[config.mk]
export PLATFORM = sky130hd
export DESIGN_NAME = i2c_master_register_read
export DESIGN_NICKNAME = d
export VERILOG_FILES = /design/src/hdl/i2c_mrr_pkg.sv /design/src/hdl/i2c_master_register_read.sv
export SDC_FILE = /design/constraint.sdc
export NUM_CORES = 1
export LEC_CHECK = 0
export BUFFER_PORTS_ARGS = -buffer_cell sky130_fd_sc_hd__clkbuf_2
export CAP_MARGIN = 10
export CORE_UTILIZATION = 46
export DETAILED_ROUTE_END_ITERATION = 10
export HOLD_SLACK_MARGIN = 0.12
export PLACE_DENSITY = 0.7
export SLEW_MARGIN = 20
export SYNTH_ARGS = -nofsm -noshare
export SYNTH_HDL_FRONTEND = slang
export SYNTH_SLANG_ARGS = --single-unit
[constraint.sdc]
create_clock -name clock -period 5.5 [get_ports clock]
set_clock_uncertainty 0.2 [all_clocks]
set_input_delay 1.1 -clock clock [delete_from_list [all_inputs] [get_ports clock]]
set_output_delay 1.1 -clock clock [all_outputs]
set_load 0.02 [all_outputs]
[src/hdl/i2c_mrr_pkg.sv]
package i2c_mrr_pkg;

   localparam int TIMER_BITS = 16;
   localparam int CFG_BITS   = 16;
   localparam int LIM_BITS   = (TIMER_BITS > CFG_BITS) ? TIMER_BITS : CFG_BITS;

   typedef logic [TIMER_BITS-1:0] timer_type;

   typedef enum logic [1:0] {
      CSR_ENABLE         = 2'd0,
      CSR_HALF_BIT_TICKS = 2'd1,
      CSR_STRETCH_TICKS  = 2'd2
   } csr_index_type;

   typedef enum logic [4:0] {
      P_IDLE      = 5'd0,
      P_START_A   = 5'd1,
      P_START_B   = 5'd2,
      P_TX_LOW    = 5'd3,
      P_TX_WAIT   = 5'd4,
      P_TX_HIGH   = 5'd5,
      P_TACK_LOW  = 5'd6,
      P_TACK_WAIT = 5'd7,
      P_TACK_HIGH = 5'd8,
      P_RX_LOW    = 5'd9,
      P_RX_WAIT   = 5'd10,
      P_RX_HIGH   = 5'd11,
      P_RACK_LOW  = 5'd12,
      P_RACK_WAIT = 5'd13,
      P_RACK_HIGH = 5'd14,
      P_STOP_A    = 5'd15,
      P_STOP_WAIT = 5'd16,
      P_STOP_B    = 5'd17,
      P_STOP_C    = 5'd18
   } phase_type;

   typedef enum logic [1:0] {
      STAGE_ADDR_WRITE = 2'd0,
      STAGE_REG_BYTE   = 2'd1,
      STAGE_READ       = 2'd2
   } stage_type;

   localparam logic OP_PROBE    = 1'b0;
   localparam logic OP_REG_READ = 1'b1;

   typedef struct packed {
      logic       scl_drive_low;
      logic       sda_drive_low;
      logic       busy_res;
      logic       byte_valid;
      logic [7:0] byte_data;
      logic       done_res;
      logic       success;
   } rsp_type;

   // Limit as seen by a timer: saturated to the timer range, zero taken as one.
   function automatic timer_type limit_of(input logic [CFG_BITS-1:0] value);
      logic [LIM_BITS-1:0] wide;
      logic [LIM_BITS-1:0] top;
      begin
         wide = LIM_BITS'(value);
         top  = LIM_BITS'({TIMER_BITS{1'b1}});
         if (wide > top) begin
            wide = top;
         end
         if (wide == '0) begin
            wide = LIM_BITS'(1);
         end
         return timer_type'(wide);
      end
   endfunction

endpackage

[src/hdl/i2c_master_register_read.sv]
// Open-drain I2C master that runs a probe or a register read, one item per SCL
// sampling tick. Every accepted item yields exactly one result item, captured at
// the accepting edge and presented on the next cycle unless an earlier result is
// still stalled; a new item is taken every cycle while req_stall is low. A two-entry output
// buffer (result register plus skid register) lets one item be accepted while a
// result is stalled, and req_stall rises only when both entries are full.
// Configuration writes are accepted every cycle (csr_ready is always high) and
// take effect for the next accepted item.
module i2c_master_register_read (
   input  logic        clock,
   input  logic        reset,
   input  logic        csr_valid,
   output logic        csr_ready,
   input  logic [1:0]  csr_index,
   input  logic [15:0] csr_wdata,
   input  logic        req_valid,
   output logic        req_stall,
   input  logic        req_cmd_valid,
   input  logic        req_opcode,
   input  logic [6:0]  req_target_address,
   input  logic [7:0]  req_reg_addr,
   input  logic [7:0]  req_read_length,
   input  logic        req_scl_in,
   input  logic        req_sda_in,
   output logic        rsp_valid,
   input  logic        rsp_stall,
   output logic        rsp_scl_drive_low,
   output logic        rsp_sda_drive_low,
   output logic        rsp_busy_res,
   output logic        rsp_byte_valid,
   output logic [7:0]  rsp_byte_data,
   output logic        rsp_done_res,
   output logic        rsp_success
);

   logic                  enable_ff;
   logic [15:0]           half_ticks_ff;
   logic [15:0]           stretch_ticks_ff;

   i2c_mrr_pkg::phase_type phase_ff, phase_in;
   i2c_mrr_pkg::stage_type stage_ff, stage_in;
   logic [3:0]             bit_count_ff, bit_count_in;
   logic [7:0]             bytes_left_ff, bytes_left_in;
   i2c_mrr_pkg::timer_type half_timer_ff, half_timer_in;
   i2c_mrr_pkg::timer_type stretch_timer_ff, stretch_timer_in;
   logic [7:0]             shift_byte_ff, shift_byte_in;
   logic [6:0]             held_address_ff, held_address_in;
   logic [7:0]             held_register_ff, held_register_in;
   logic                   held_opcode_ff, held_opcode_in;
   logic                   failed_ff, failed_in;
   logic                   scl_low_ff, scl_low_in;
   logic                   sda_low_ff, sda_low_in;

   i2c_mrr_pkg::rsp_type   result;
   i2c_mrr_pkg::rsp_type   out_ff, out_in;
   i2c_mrr_pkg::rsp_type   skid_ff, skid_in;
   logic                   out_valid_ff, out_valid_in;
   logic                   skid_valid_ff, skid_valid_in;

   logic                   accept;
   logic                   drain;

   i2c_mrr_pkg::timer_type half_limit;
   i2c_mrr_pkg::timer_type stretch_limit;
   i2c_mrr_pkg::timer_type half_inc;
   i2c_mrr_pkg::timer_type stretch_inc;
   logic                   half_done;
   logic                   stretch_over;

   assign csr_ready = 1'b1;
   assign req_stall = skid_valid_ff;
   assign accept    = req_valid && !skid_valid_ff;
   assign drain     = out_valid_ff && !rsp_stall;

   always_ff @(posedge clock) begin
      if (reset) begin
         enable_ff        <= 1'b0;
         half_ticks_ff    <= 16'd5;
         stretch_ticks_ff <= 16'd200;
      end else if (csr_valid && csr_ready) begin
         unique case (csr_index)
            i2c_mrr_pkg::CSR_ENABLE:         enable_ff        <= csr_wdata[0];
            i2c_mrr_pkg::CSR_HALF_BIT_TICKS: half_ticks_ff    <= csr_wdata;
            i2c_mrr_pkg::CSR_STRETCH_TICKS:  stretch_ticks_ff <= csr_wdata;
            default: begin
            end
         endcase
      end
   end

   assign half_limit    = i2c_mrr_pkg::limit_of(half_ticks_ff);
   assign stretch_limit = i2c_mrr_pkg::limit_of(stretch_ticks_ff);
   assign half_inc      = (half_timer_ff == '1) ? half_timer_ff
                          : half_timer_ff + i2c_mrr_pkg::timer_type'(1);
   assign stretch_inc   = (stretch_timer_ff == '1) ? stretch_timer_ff
                          : stretch_timer_ff + i2c_mrr_pkg::timer_type'(1);
   assign half_done     = half_inc >= half_limit;
   assign stretch_over  = stretch_inc >= stretch_limit;

   always_comb begin
      logic [7:0] addr_byte;
      logic [3:0] next_count;
      logic [7:0] left_dec;

      phase_in         = phase_ff;
      stage_in         = stage_ff;
      bit_count_in     = bit_count_ff;
      bytes_left_in    = bytes_left_ff;
      half_timer_in    = half_timer_ff;
      stretch_timer_in = stretch_timer_ff;
      shift_byte_in    = shift_byte_ff;
      held_address_in  = held_address_ff;
      held_register_in = held_register_ff;
      held_opcode_in   = held_opcode_ff;
      failed_in        = failed_ff;
      scl_low_in       = scl_low_ff;
      sda_low_in       = sda_low_ff;
      result           = '0;

      addr_byte  = {held_address_ff, (stage_ff == i2c_mrr_pkg::STAGE_READ)};
      next_count = bit_count_ff + 4'd1;
      left_dec   = (bytes_left_ff != 8'd0) ? bytes_left_ff - 8'd1 : bytes_left_ff;

      unique case (phase_ff)
         i2c_mrr_pkg::P_IDLE: begin
            if (req_cmd_valid) begin
               held_opcode_in   = req_opcode;
               held_address_in  = req_target_address;
               held_register_in = req_reg_addr;
               if (!enable_ff || (req_opcode == i2c_mrr_pkg::OP_REG_READ &&
                                  req_read_length == 8'd0)) begin
                  result.done_res = 1'b1;
               end else begin
                  failed_in        = 1'b0;
                  stage_in         = i2c_mrr_pkg::STAGE_ADDR_WRITE;
                  bytes_left_in    = req_read_length;
                  scl_low_in       = 1'b0;
                  sda_low_in       = 1'b0;
                  phase_in         = i2c_mrr_pkg::P_START_A;
                  half_timer_in    = '0;
                  stretch_timer_in = '0;
               end
            end
         end
         i2c_mrr_pkg::P_START_A, i2c_mrr_pkg::P_TX_LOW, i2c_mrr_pkg::P_TACK_LOW,
         i2c_mrr_pkg::P_RX_LOW, i2c_mrr_pkg::P_RACK_LOW, i2c_mrr_pkg::P_STOP_A,
         i2c_mrr_pkg::P_STOP_B: begin
            half_timer_in = half_inc;
            if (half_done) begin
               half_timer_in    = '0;
               stretch_timer_in = '0;
               phase_in         = i2c_mrr_pkg::phase_type'(phase_ff + 5'd1);
               if (phase_ff == i2c_mrr_pkg::P_START_A) begin
                  sda_low_in = 1'b1;
               end else if (phase_ff == i2c_mrr_pkg::P_STOP_B) begin
                  sda_low_in = 1'b0;
               end else begin
                  scl_low_in = 1'b0;
               end
            end
         end
         i2c_mrr_pkg::P_START_B: begin
            half_timer_in = half_inc;
            if (half_done) begin
               scl_low_in       = 1'b1;
               shift_byte_in    = addr_byte;
               bit_count_in     = 4'd0;
               sda_low_in       = !addr_byte[7];
               phase_in         = i2c_mrr_pkg::P_TX_LOW;
               half_timer_in    = '0;
               stretch_timer_in = '0;
            end
         end
         i2c_mrr_pkg::P_TX_WAIT, i2c_mrr_pkg::P_TACK_WAIT, i2c_mrr_pkg::P_RX_WAIT,
         i2c_mrr_pkg::P_RACK_WAIT, i2c_mrr_pkg::P_STOP_WAIT: begin
            if (req_scl_in) begin
               phase_in         = i2c_mrr_pkg::phase_type'(phase_ff + 5'd1);
               half_timer_in    = '0;
               stretch_timer_in = '0;
            end else if (stretch_over) begin
               half_timer_in    = '0;
               stretch_timer_in = '0;
               if (phase_ff == i2c_mrr_pkg::P_STOP_WAIT) begin
                  scl_low_in      = 1'b0;
                  sda_low_in      = 1'b0;
                  phase_in        = i2c_mrr_pkg::P_IDLE;
                  result.done_res = 1'b1;
                  result.success  = !failed_ff;
               end else begin
                  failed_in  = 1'b1;
                  scl_low_in = 1'b1;
                  sda_low_in = 1'b1;
                  phase_in   = i2c_mrr_pkg::P_STOP_A;
               end
            end else begin
               stretch_timer_in = stretch_inc;
            end
         end
         i2c_mrr_pkg::P_TX_HIGH: begin
            half_timer_in = half_inc;
            if (half_done) begin
               scl_low_in       = 1'b1;
               bit_count_in     = next_count;
               half_timer_in    = '0;
               stretch_timer_in = '0;
               if (next_count >= 4'd8) begin
                  sda_low_in = 1'b0;
                  phase_in   = i2c_mrr_pkg::P_TACK_LOW;
               end else begin
                  sda_low_in = !shift_byte_ff[3'd7 - next_count[2:0]];
                  phase_in   = i2c_mrr_pkg::P_TX_LOW;
               end
            end
         end
         i2c_mrr_pkg::P_TACK_HIGH: begin
            half_timer_in = half_inc;
            if (half_done) begin
               scl_low_in       = 1'b1;
               half_timer_in    = '0;
               stretch_timer_in = '0;
               if (req_sda_in || (stage_ff == i2c_mrr_pkg::STAGE_ADDR_WRITE &&
                                  held_opcode_ff == i2c_mrr_pkg::OP_PROBE)) begin
                  failed_in  = failed_ff || req_sda_in;
                  sda_low_in = 1'b1;
                  phase_in   = i2c_mrr_pkg::P_STOP_A;
               end else if (stage_ff == i2c_mrr_pkg::STAGE_ADDR_WRITE) begin
                  stage_in      = i2c_mrr_pkg::STAGE_REG_BYTE;
                  shift_byte_in = held_register_ff;
                  bit_count_in  = 4'd0;
                  sda_low_in    = !held_register_ff[7];
                  phase_in      = i2c_mrr_pkg::P_TX_LOW;
               end else if (stage_ff == i2c_mrr_pkg::STAGE_REG_BYTE) begin
                  stage_in   = i2c_mrr_pkg::STAGE_READ;
                  scl_low_in = 1'b0;
                  sda_low_in = 1'b0;
                  phase_in   = i2c_mrr_pkg::P_START_A;
               end else begin
                  shift_byte_in = 8'd0;
                  bit_count_in  = 4'd0;
                  sda_low_in    = 1'b0;
                  phase_in      = i2c_mrr_pkg::P_RX_LOW;
               end
            end
         end
         i2c_mrr_pkg::P_RX_HIGH: begin
            half_timer_in = half_inc;
            if (half_done) begin
               shift_byte_in    = {shift_byte_ff[6:0], req_sda_in};
               scl_low_in       = 1'b1;
               bit_count_in     = next_count;
               half_timer_in    = '0;
               stretch_timer_in = '0;
               if (next_count >= 4'd8) begin
                  sda_low_in = bytes_left_ff > 8'd1;
                  phase_in   = i2c_mrr_pkg::P_RACK_LOW;
               end else begin
                  phase_in = i2c_mrr_pkg::P_RX_LOW;
               end
            end
         end
         i2c_mrr_pkg::P_RACK_HIGH: begin
            half_timer_in = half_inc;
            if (half_done) begin
               result.byte_valid = 1'b1;
               result.byte_data  = shift_byte_ff;
               bytes_left_in     = left_dec;
               half_timer_in     = '0;
               stretch_timer_in  = '0;
               scl_low_in        = 1'b1;
               if (left_dec == 8'd0) begin
                  sda_low_in = 1'b1;
                  phase_in   = i2c_mrr_pkg::P_STOP_A;
               end else begin
                  shift_byte_in = 8'd0;
                  bit_count_in  = 4'd0;
                  sda_low_in    = 1'b0;
                  phase_in      = i2c_mrr_pkg::P_RX_LOW;
               end
            end
         end
         i2c_mrr_pkg::P_STOP_C: begin
            half_timer_in = half_inc;
            if (half_done) begin
               scl_low_in       = 1'b0;
               sda_low_in       = 1'b0;
               phase_in         = i2c_mrr_pkg::P_IDLE;
               half_timer_in    = '0;
               stretch_timer_in = '0;
               result.done_res  = 1'b1;
               result.success   = !failed_ff;
            end
         end
         default: begin
            scl_low_in       = 1'b0;
            sda_low_in       = 1'b0;
            phase_in         = i2c_mrr_pkg::P_IDLE;
            half_timer_in    = '0;
            stretch_timer_in = '0;
            result.done_res  = 1'b1;
            result.success   = !failed_ff;
         end
      endcase

      result.scl_drive_low = scl_low_in;
      result.sda_drive_low = sda_low_in;
      result.busy_res      = phase_in != i2c_mrr_pkg::P_IDLE;
   end

   always_ff @(posedge clock) begin
      if (reset) begin
         phase_ff         <= i2c_mrr_pkg::P_IDLE;
         stage_ff         <= i2c_mrr_pkg::STAGE_ADDR_WRITE;
         bit_count_ff     <= '0;
         bytes_left_ff    <= '0;
         half_timer_ff    <= '0;
         stretch_timer_ff <= '0;
         shift_byte_ff    <= '0;
         held_address_ff  <= '0;
         held_register_ff <= '0;
         held_opcode_ff   <= 1'b0;
         failed_ff        <= 1'b0;
         scl_low_ff       <= 1'b0;
         sda_low_ff       <= 1'b0;
      end else if (accept) begin
         phase_ff         <= phase_in;
         stage_ff         <= stage_in;
         bit_count_ff     <= bit_count_in;
         bytes_left_ff    <= bytes_left_in;
         half_timer_ff    <= half_timer_in;
         stretch_timer_ff <= stretch_timer_in;
         shift_byte_ff    <= shift_byte_in;
         held_address_ff  <= held_address_in;
         held_register_ff <= held_register_in;
         held_opcode_ff   <= held_opcode_in;
         failed_ff        <= failed_in;
         scl_low_ff       <= scl_low_in;
         sda_low_ff       <= sda_low_in;
      end
   end

   always_comb begin
      out_in        = out_ff;
      skid_in       = skid_ff;
      out_valid_in  = out_valid_ff;
      skid_valid_in = skid_valid_ff;
      if (skid_valid_ff) begin
         if (drain) begin
            out_in        = skid_ff;
            skid_valid_in = 1'b0;
         end
      end else if (accept) begin
         if (!out_valid_ff || drain) begin
            out_in       = result;
            out_valid_in = 1'b1;
         end else begin
            skid_in       = result;
            skid_valid_in = 1'b1;
         end
      end else if (drain) begin
         out_valid_in = 1'b0;
      end
   end

   always_ff @(posedge clock) begin
      if (reset) begin
         out_valid_ff  <= 1'b0;
         skid_valid_ff <= 1'b0;
      end else begin
         out_valid_ff  <= out_valid_in;
         skid_valid_ff <= skid_valid_in;
      end
      out_ff  <= out_in;
      skid_ff <= skid_in;
   end

   assign rsp_valid         = out_valid_ff;
   assign rsp_scl_drive_low = out_ff.scl_drive_low;
   assign rsp_sda_drive_low = out_ff.sda_drive_low;
   assign rsp_busy_res      = out_ff.busy_res;
   assign rsp_byte_valid    = out_ff.byte_valid;
   assign rsp_byte_data     = out_ff.byte_data;
   assign rsp_done_res      = out_ff.done_res;
   assign rsp_success       = out_ff.success;

endmodule

==> summary.md, run 1 <==
| Metric | Value |
|---|---|
| Outcome | complete, no violations |
| Clock power share | 40.9% |
| Lkg Pwr | 0.00364 uW |
| Net Sw Power | 800 uW |
| Setup Buffers After CTS | 0 |
| Worst VDD drop | 0.230 mV |
| Largest delay share family, worst path | simple AND/OR/NAND/NOR gates |
| DR vias/cell | 5.78 |
| Req. time, crit path | 5480 ps |
| Die Height | 137 um |
| Post-synth top cells | 156 x nand2_1, 113 x dfxtp_1, 111 x a21oi_1 |
| Largest cells by area after synthesis | dfxtp_1 27%, edfxtp_1 10%, nand2_1 6.9% |
| Crit-path max FO | 8 |
| Num rows | 49 |
| Routed vias | 7515 |
| CTS Sinks | 141 |
| Initial antenna violation count | 0 |
| GRT Total Usage | 22.4% |
| Biggest cell delay along the critical path | 550 ps |
| Critical-path top delay cell | or4_4 |
| Synth unique cells | 82 |
| Ys async rst share | 0% |
| Gate power share | 16.9% |
| Post-synth top area cell | dfxtp_1 |
| Layout Area Growth over Synthesis | 12.0% |
| Largest net degree at the start of global routing | 73 |
| Worst setup SP type | flop |
| Place WS | 479 ps |
| Hold Vio Cnt, Final | 0 |
| Setup total negative slack | 0 ps |
| Worst Path Arrival | 5020 ps |
| Clock latency on the worst-skew pair | 420 ps |
| TritonCTS clock tree | yes |
| Max cap viols | 0 |
| Clock-pin slew on the worst setup and hold paths | 60 ps |
| CTS H-tree depth | 4 |
| Register area share after synthesis | 36.8% |
| Final setup viols | 0 |
| Core Area | 0.0180 mm^2 |
| Clock tree buffer depth | 2 |
| Top-area cell type share of the netlist area | 26.8% |
| WL per Instance | 15.5 um |
| Fmax | 0.198 GHz |
| Reg power frac | 42.2% |
| Worst Path Buf+Inv | 0 |
| Slew HR | 34.2% |
| GRT overflow | 0 |
| Final Cycle Share | 91.7% |
| Number of flops mapped to enable cells by yosys | 28 |
| Pwr Density | 288 mW/mm^2 |
| Crit path cell chain | and4_1 -> and3_1 -> and4_1 -> nand3_1 -> and3_1 -> a21oi_1 -> ha_1 -> nand4_1 -> or3_1 -> or4_4 -> nor3b_4 -> o31a_4 -> nor4b_2 -> o21ai_1 -> mux2_2 |
| IO Count | 67 |
| Ys flop type | dfxtp_1 |
| Die W | 137 um |
| Fillers | 1690 |
| Register area | 0.00310 mm^2 |
| Starting Density | 47.0% |
| # DRC | 0 |
| Syn_nets | 1117 |
| Post-route minimum period | 5050 ps |
| GP Congestion | 0.971 |
| CTS buffer count | 17 |
| Slew Viols, Final | 0 |
| RSZ-0062 raised after global routing | no |
| HP Class | flop to flop |
| Worst Tran Pin Value | 982 ps |
| Switch share | 29.3% |
| #FFs+latches synth | 141 |
| Most common cell in the netlist | nand2_1 |
| First-pass GRT wire length | 33300 um |
| Die area | 0.0189 mm^2 |
| Setup Crit Path Kind | flop to flop |
| Antenna-violating nets left | 0 |
| CP endpoint kind | flop |
| Nets | 1152 |
| Layout cell share with drive strength beyond 1 | 14.6% |
| Syn_area_per_cell | 8.25 um^2 |
| Iteration-0 DRC Markers | 598 |
| Post-Syn Area | 0.00844 mm^2 |
| HPWL Detailed | 14700 um |
| Hold_buf cts | 0 |
| Ys Warns | 0 |
| Antenna fix cells | 0 |
| Internal Power | 1930 uW |
| Multi-input logic area | 0.00490 mm^2 |
| Port Buf Inserts | 65 |
| Synth Instances | 1023 |
| Via count of the first global-routing pass | 6875 |
| CTS Root Buffer Type | clkbuf_16 |
| Detailed Routing Iterations Pass 1 | 5 |
| Final worst slack | 455 ps |
| Final WL | 20100 um |
==> flip-flops by register name, summed over array words and instances, names as in the netlist, 2 cells and up <==
register and count:
shift_byte_ff 8, half_timer_ff 16, stretch_timer_ff 16, stretch_ticks_ff 16, bytes_left_ff 8, stage_ff 2, half_ticks_ff 16, skid_ff 14
held_register_ff 8, rsp_byte_data 8, bit_count_ff 4, held_address_ff 7, phase_ff 5
==> path summary, 6_finish.rpt <==
kind                                     startpoint                  to  slack (ps)  cells after the start
worst min register to register   held_address_ff[0]  held_address_ff[0]         250                      2
worst max-delay path            stretch_timer_ff[2]   rsp_scl_drive_low         450                     15
worst min-delay path             held_address_ff[0]  held_address_ff[0]         250                      2
worst max register to register  stretch_timer_ff[2]   rsp_scl_drive_low         450                     15
==> area by class of cell <==
cell class	count	share of cell area [%]
clock buffer	20	4.72
clock inverter	12	1.35
inverter	40	1.59
multi-input combinational	778	51.8
sequential	141	32.8
tap	229	3.03
timing repair buffer	80	4.66
==> metal layers <==
| layer | up-vias | routed length [um] | part of all wire, % | global-route usage (%) |
|---|---|---|---|---|
| li1 | 3775 | - | - | - |
| met1 | 3486 | 9460 | 47 | 29.8 |
| met2 | 222 | 9270 | 46 | 35.4 |
| met3 | 32 | 935 | 4.6 | 4.67 |
| met4 | 0 | 459 | 2.3 | 8.36 |
| met5 | - | 0 | 0 | 0 |
==> metrics by stage <==
step,instance area (um^2),power (uW),hold slack [ps],util (%),instances
5_1_grt,9460,2850,279,52.7,1300
4_1_cts,9460,2740,257,52.6,1300
3_3_place_gp,8880,1620,245,49.4,1268
6_report,9460,2730,254,52.7,1300
2_1_floorplan,8440,1500,236,-,1023
3_5_place_dp,8880,1620,249,49.4,1268
==> cells by family after synthesis <==
| family | Yosys count | synth area share (%) |
|---|---|---|
| AO/OA/AOI/OAI | 269 | 21.4 |
| adder cells (fa/ha/maj) | 44 | 6.52 |
| XOR/XNOR | 28 | 2.91 |
| other | 1 | 0.0444 |
| flip-flops | 141 | 36.8 |
| AND/OR/NAND/NOR | 410 | 23.5 |
| multiplexers | 26 | 3.60 |
| buffers and inverters | 104 | 5.19 |
==> placed cells by master (no fill, tap or decap), drive strengths merged, types with 6 or more instances in the layout <==
cell	count
nand2b	9
o21ai	35
a222oi	7
mux2	15
a21oi	111
nor2	97
buf	16
and3	11
nor2b	8
a211oi	15
xnor2	19
a31oi	10
ha	44
nand4	11
o21a	10
edfxtp	28
a2111oi	6
nand3b	11
nor4	13
clkbuf	84
mux2i	9
a311oi	7
nand3	34
a22oi	22
a21o	6
xor2	9
nand2	156
o31ai	7
dfxtp	113
or4	7
inv	47
and2	11
nor3	17
==> power groups by stage <==
stage / Combinational [uW] / Clock [uW] / Sequential (uW)
3_3_place_gp: 450 / 0 / 1170
2_1_floorplan: 340 / 0 / 1160
3_5_place_dp: 454 / 0 / 1170
5_1_grt: 509 / 1190 / 1160
6_report: 460 / 1120 / 1150
4_1_cts: 457 / 1140 / 1150
==> worst reg2reg max path, stage by stage (launching register included) <==
cell     delay (ps)
dfxtp_1         440
and4_1          280
and3_1          240
and4_1          350
nand3_1         150
and3_1          170
a21oi_1         230
ha_1            220
nand4_1         140
or3_1           440
or4_4           550
nor3b_4         190
o31a_4          360
nor4b_2         410
o21ai_1         150
mux2_2          270
==> repair_timing <==
item	in CTS	in global routing
gates resized for setup	0	1
setup endpoints to repair	0	15
endpoints found under the hold margin	0	0
No activity file was read; power rests on OpenSTA's default activity.
==> inputs of run 2 (changes only) <==
- PLACE_DENSITY: 0.7 -> not set
- PLACE_DENSITY_LB_ADDON: not set -> 0.3
==> run 2 against run 1 <==
Via count is 0.84% lower; utilization hardly changed; sequential share of layout area hardly changed; sequential cell count stayed put; critical endpoint unchanged; worst setup slack better by 34 ps; non-clock buffer count is 2 lower; total power is 0.80% higher; largest power group unchanged; die area stayed put.
==> summary.md, run 2 (synthesis results as in run 1) <==
| Metric | Value |
|---|---|
| Largest delay share family, worst path | simple AND/OR/NAND/NOR gates |
| Fillers | 1702 |
| Internal Power | 1920 uW |
| Nets | 1150 |
| Gate power share | 16.7% |
| Req. time, crit path | 5480 ps |
| Slew HR | 34.5% |
| Layout cell share with drive strength beyond 1 | 14.7% |
| Post-Place Cells | 1266 |
| Die Height | 137 um |
| GRT Total Usage | 22.8% |
| Register area | 0.00310 mm^2 |
| Layout Cells excl Fill | 1298 |
| Max cap viols | 0 |
| IO Count | 67 |
| Pwr Density | 290 mW/mm^2 |
| Num rows | 49 |
| HPWL Detailed | 14700 um |
| Final Cycle Share | 91.1% |
| Switch share | 30.2% |
| GP Congestion | 0.919 |
| First-pass GRT wire length | 33900 um |
| Layout Area Growth over Synthesis | 12.1% |
| Detailed Routing Iterations Pass 1 | 5 |
| Lkg Pwr | 0.00364 uW |
| Setup Crit Path Kind | flop to flop |
| Crit path cell chain | and4_1 -> and3_1 -> and4_1 -> a31oi_1 -> and3_1 -> xor2_1 -> ha_1 -> nand2_1 -> or3_1 -> or4_4 -> nor3b_4 -> o31a_4 -> nor4b_2 -> o21ai_1 -> mux2_2 |
| Clock latency on the worst-skew pair | 430 ps |
| GRT overflow | 0 |
| Final setup viols | 0 |
| Clock tree buffer depth | 2 |
| Routed vias | 7452 |
| Antenna fix cells | 0 |
| CTS buffer count | 17 |
| Hold Vio Cnt, Final | 0 |
| Largest net degree at the start of global routing | 79 |
| # DRC | 0 |
| Critical-path top delay cell | or4_4 |
| Biggest cell delay along the critical path | 560 ps |
| Port Buf Inserts | 65 |
| Starting Density | 47.0% |
| Final WL | 20500 um |
| Clock-pin slew on the worst setup and hold paths | 70 ps |
| Via count of the first global-routing pass | 6857 |
| Worst Path Buf+Inv | 0 |
| Slew Viols, Final | 0 |
| Setup Buffers After CTS | 0 |
| Die W | 137 um |
| Reg power frac | 42.0% |
| Crit-path max FO | 8 |
| Post-route minimum period | 5010 ps |
| CTS H-tree depth | 4 |
| TritonCTS clock tree | yes |
| CTS Sinks | 141 |
| Worst Path Arrival | 4990 ps |
| Most frequent cells in the layout | 156 x nand2_1, 113 x dfxtp_1, 111 x a21oi_1, 93 x nor2_1, 64 x clkbuf_2 |
| Multi-input logic area | 0.00492 mm^2 |
| Clock power share | 41.3% |
| Iteration-0 DRC Markers | 656 |
| Worst Tran Pin Value | 980 ps |
| Fmax | 0.200 GHz |
| Net Sw Power | 830 uW |
| Initial antenna violation count | 0 |
| CP endpoint kind | flop |
| Hold slack | 259 ps |
| Outcome | complete, no violations |
| CTS Root Buffer Type | clkbuf_16 |
| Core Area | 0.0180 mm^2 |
| HP Class | flop to flop |
| Most common cell after layout, fill and taps aside | nand2_1 |
| Die area | 0.0189 mm^2 |
| DR vias/cell | 5.74 |
| Setup total negative slack | 0 ps |
| RSZ-0062 raised after global routing | no |
| Antenna-violating nets left | 0 |
| Worst VDD drop | 0.224 mV |
| WL per Instance | 15.8 um |
| Worst setup SP type | flop |
-- run 2: cell count changes in the layout (fill, tap and decap cells not counted), sizes merged --
cell,before,now
buf,16,14
clkbuf,84,82
clkinvlp,1,3
clkinv,3,2
inv,47,48
-- run 2: path summary, 6_finish.rpt --
check                      startpoint            endpoint  slack [ps]  cells after the start
setup / recovery  stretch_timer_ff[2]   rsp_scl_drive_low         490                     15
hold / removal     held_address_ff[1]  held_address_ff[1]         260                      2
setup reg to reg  stretch_timer_ff[2]   rsp_scl_drive_low         490                     15
hold reg to reg    held_address_ff[1]  held_address_ff[1]         260                      2
-- run 2: final cells by class --
class / instances / share of cell area [%]
clock buffers: 18 / 4.54
clock inverters: 14 / 1.56
inverters: 40 / 1.59
multi-input cells: 778 / 52.0
flip-flops and latches: 141 / 32.8
well taps: 229 / 3.03
repair buffers: 78 / 4.50
-- run 2: layer usage --
layer	track usage, %	vias up	part of all wire (%)
li1	-	3759	-
met1	30.3	3458	47
met2	37.3	205	47
met3	4.12	30	4.7
met4	6.78	0	1.6
met5	0	-	0
-- run 2: power groups by stage --
stage | logic (uW) | registers, uW | clock network, uW
floorplan | 340 | 1160 | 0
global placement | 448 | 1170 | 0
detailed placement | 453 | 1180 | 0
CTS | 456 | 1150 | 1150
global route | 509 | 1160 | 1200
finish | 458 | 1150 | 1140
-- run 2: metrics by stage --
| stage | utilization (%) | total power, uW | instance area, um^2 | worst slack, ps |
|---|---|---|---|---|
| global placement | 49.4 | 1620 | 8870 | 564 |
| finish | 52.7 | 2750 | 9460 | 489 |
| floorplan | - | 1500 | 8440 | 709 |
| detailed placement | 49.4 | 1630 | 8870 | 438 |
| global route | 52.7 | 2870 | 9460 | 40.9 |
| CTS | 52.6 | 2760 | 9440 | 419 |
-- run 2: worst min-delay path, stage by stage, from the launching register on --
cell	delay (ps)
dfxtp_1	310
nand2_1	50
a21oi_1	50
-- run 2: what timing repair did --
item | CTS | global route
hold buffers | 0 | 0
resized for setup | 0 | 4
endpoints found under the setup margin | 0 | 23
==> inputs of run 3 (changes only) <==
- CORE_MARGIN: not set -> 4
- PLACE_DENSITY: not set -> 0.7
- PLACE_DENSITY_LB_ADDON: 0.3 -> not set
==> run 3 against run 2 <==
First-iteration DRC count is 19% lower; sequential cell count stayed put; largest cell class unchanged; wire length is 0.72% higher; critical path type unchanged; fmax is 0.60% lower; final area is 0.20% higher; via count is 0.78% higher; sequential power hardly changed; sequential share of layout area is 0.065 points lower; final cell count is 0.31% higher; worst setup slack worse by 30 ps; total power is 0.41% lower.
==> summary.md, run 3 (synthesis results as in run 1) <==
| Metric | Value |
|---|---|
| Antenna-violating nets left | 0 |
| Hold path depth | 2 |
| Clock-pin slew on the worst setup and hold paths | 60 ps |
| CP most frequent cell | ha_1 |
| Layout Cells excl Fill | 1302 |
| Num rows | 49 |
| Post-Place Cells | 1270 |
| Clock tree buffer depth | 2 |
| R2R Setup Slk | 460 ps |
| Die Height | 143 um |
| Gate power share | 16.8% |
| Reg power frac | 42.0% |
| Lkg Pwr | 0.00367 uW |
| CP endpoint kind | flop |
| RSZ-0062 raised after global routing | no |
| Die area | 0.0206 mm^2 |
| Layout Area Growth over Synthesis | 12.3% |
| Largest delay share family, worst path | simple AND/OR/NAND/NOR gates |
| Biggest cell delay along the critical path | 550 ps |
| GP Congestion | 0.950 |
| Crit path cell chain | and4_1 -> nand4_1 -> nor4_4 -> xor2_1 -> ha_1 -> nand2b_1 -> a2111oi_0 -> nand3b_1 -> nand3_1 -> inv_1 -> ha_1 -> a221oi_1 -> o211ai_1 -> a21oi_1 -> nand4_2 -> mux2_2 |
| Outcome | complete, no violations |
| Hold Path End | held_address_ff[4] |
| Pwr Density | 289 mW/mm^2 |
| DR vias/cell | 5.77 |
| Routed vias | 7510 |
| Setup total negative slack | 0 ps |
| Worst Path Arrival | 5020 ps |
| Worst Tran Pin Value | 1080 ps |
| Iteration-0 DRC Markers | 533 |
| Final setup viols | 0 |
| FF-to-FF End | rsp_busy_res |
| Layout cell share with drive strength beyond 1 | 14.8% |
| Internal Power | 1920 uW |
| CTS Root Buffer Type | clkbuf_16 |
| Final worst slack | 459 ps |
| Worst Path Buf+Inv | 1 |
| Largest net degree at the start of global routing | 63 |
| Req. time, crit path | 5480 ps |
| IO Count | 67 |
| CTS buffer count | 17 |
| TritonCTS clock tree | yes |
| Worst r2r src | half_timer_ff[4] |
| Via count of the first global-routing pass | 6930 |
| Starting Density | 46.8% |
| Slew Viols, Final | 0 |
| # DRC | 0 |
| GRT overflow | 0 |
| Nets | 1154 |
| Hold slack | 256 ps |
| Clock power share | 41.2% |
| Final Cycle Share | 91.7% |
| Initial antenna violation count | 0 |
| Place WS | 453 ps |
| CTS H-tree depth | 4 |
| Final WL | 20600 um |
| Net Sw Power | 812 uW |
| Hold_sp | held_address_ff[4] |
| Slew HR | 27.8% |
| Most frequent cells in the layout | 156 x nand2_1, 113 x dfxtp_1, 111 x a21oi_1, 95 x nor2_1, 64 x clkbuf_2 |
| WL per Instance | 15.9 um |
| Max cap viols | 0 |
| Most common cell after layout, fill and taps aside | nand2_1 |
| Core Area | 0.0180 mm^2 |
| Hold Vio Cnt, Final | 0 |
| HP Class | flop to flop |
| First-pass GRT wire length | 34100 um |
| Fmax | 0.198 GHz |
| HPWL Detailed | 15000 um |
| R2R depth | 16 |
| CTS Sinks | 141 |
| Setup Crit Path Kind | flop to flop |
| Crit-path max FO | 8 |
| Antenna fix cells | 0 |
| Detailed Routing Iterations Pass 1 | 7 |
| Port Buf Inserts | 65 |
| Hold_buf cts | 0 |
| GRT Total Usage | 20.3% |
| Die W | 143 um |
| Switch share | 29.7% |
| Critical-path top delay cell | a2111oi_0 |
| Post-route minimum period | 5040 ps |
| Worst VDD drop | 0.227 mV |
| Clock latency on the worst-skew pair | 430 ps |
| CP Depth | 16 |
| Total power | 2740 uW |
| Worst setup SP type | flop |
==> run 3: changes by cell type in the layout (fill, tap and decap cells not counted), sizes merged <==
cell / delta
inv: +1
clkinvlp: -2
clkbuf: +1
buf: +4
==> run 3: area by class of cell <==
| type | instances | area [um^2] |
|---|---|---|
| Inverter | 40 | 150 |
| Timing Repair Buffer | 82 | 455 |
| Fill cell | 1732 | 8540 |
| Tap cell | 229 | 287 |
| Multi-Input combinational cell | 778 | 4910 |
| Clock inverter | 13 | 128 |
| Clock buffer | 19 | 443 |
| Sequential cell | 141 | 3100 |
==> run 3: how the worst max path moves through the flow <==
stage | start | to | slack [ps]
after floorplan | half_timer_ff[4] | rsp_busy_res | 710
after global placement | stretch_timer_ff[2] | rsp_sda_drive_low | 640
after detailed placement | half_timer_ff[4] | rsp_busy_res | 450
after CTS | half_timer_ff[4] | rsp_busy_res | 430
after global routing | half_timer_ff[4] | rsp_busy_res | 10
final | half_timer_ff[4] | rsp_busy_res | 460
==> run 3: repair_timing <==
item | 4_1_cts | 5_1_grt
setup endpoints to repair | 0 | 1
resized for setup | 0 | 2
buffers inserted | 0 | 0
==> run 3: power by group through the flow <==
stage	clock, uW	combinational, uW	sequential [uW]
finish	1130	460	1150
detailed placement	0	456	1170
global route	1190	511	1160
CTS	1150	459	1150
floorplan	0	340	1160
global placement	0	452	1170
==> run 3: per-layer routing <==
layer  global-route usage [%]  share of wire [%]  vias up  routed length, um
met3                     4.53                5.4       35               1120
met5                        0                  0        -                  0
met4                     6.44                2.2        0                463
met2                     32.2                 46      209               9490
met1                     27.7                 46     3505               9560
li1                         -                  -     3761                  -
==> run 3: worst reg2reg max path, delay by kind of cell, from the launching register on <==
| kind | cells | cell delay, ps |
|---|---|---|
| simple gates | 7 | 1690 |
| compound gates | 4 | 1360 |
| fa+ha+maj | 2 | 490 |
| flops | 1 | 450 |
| mux | 1 | 270 |
| xor+xnor | 1 | 230 |
| buf+inv | 1 | 120 |
==> run 3: metrics by stage <==
stage / instance area, um^2 / utilization (%)
floorplan: 8440 / -
global placement: 8900 / 49.4
detailed placement: 8900 / 49.4
CTS: 9470 / 52.5
global route: 9480 / 52.6
finish: 9480 / 52.6
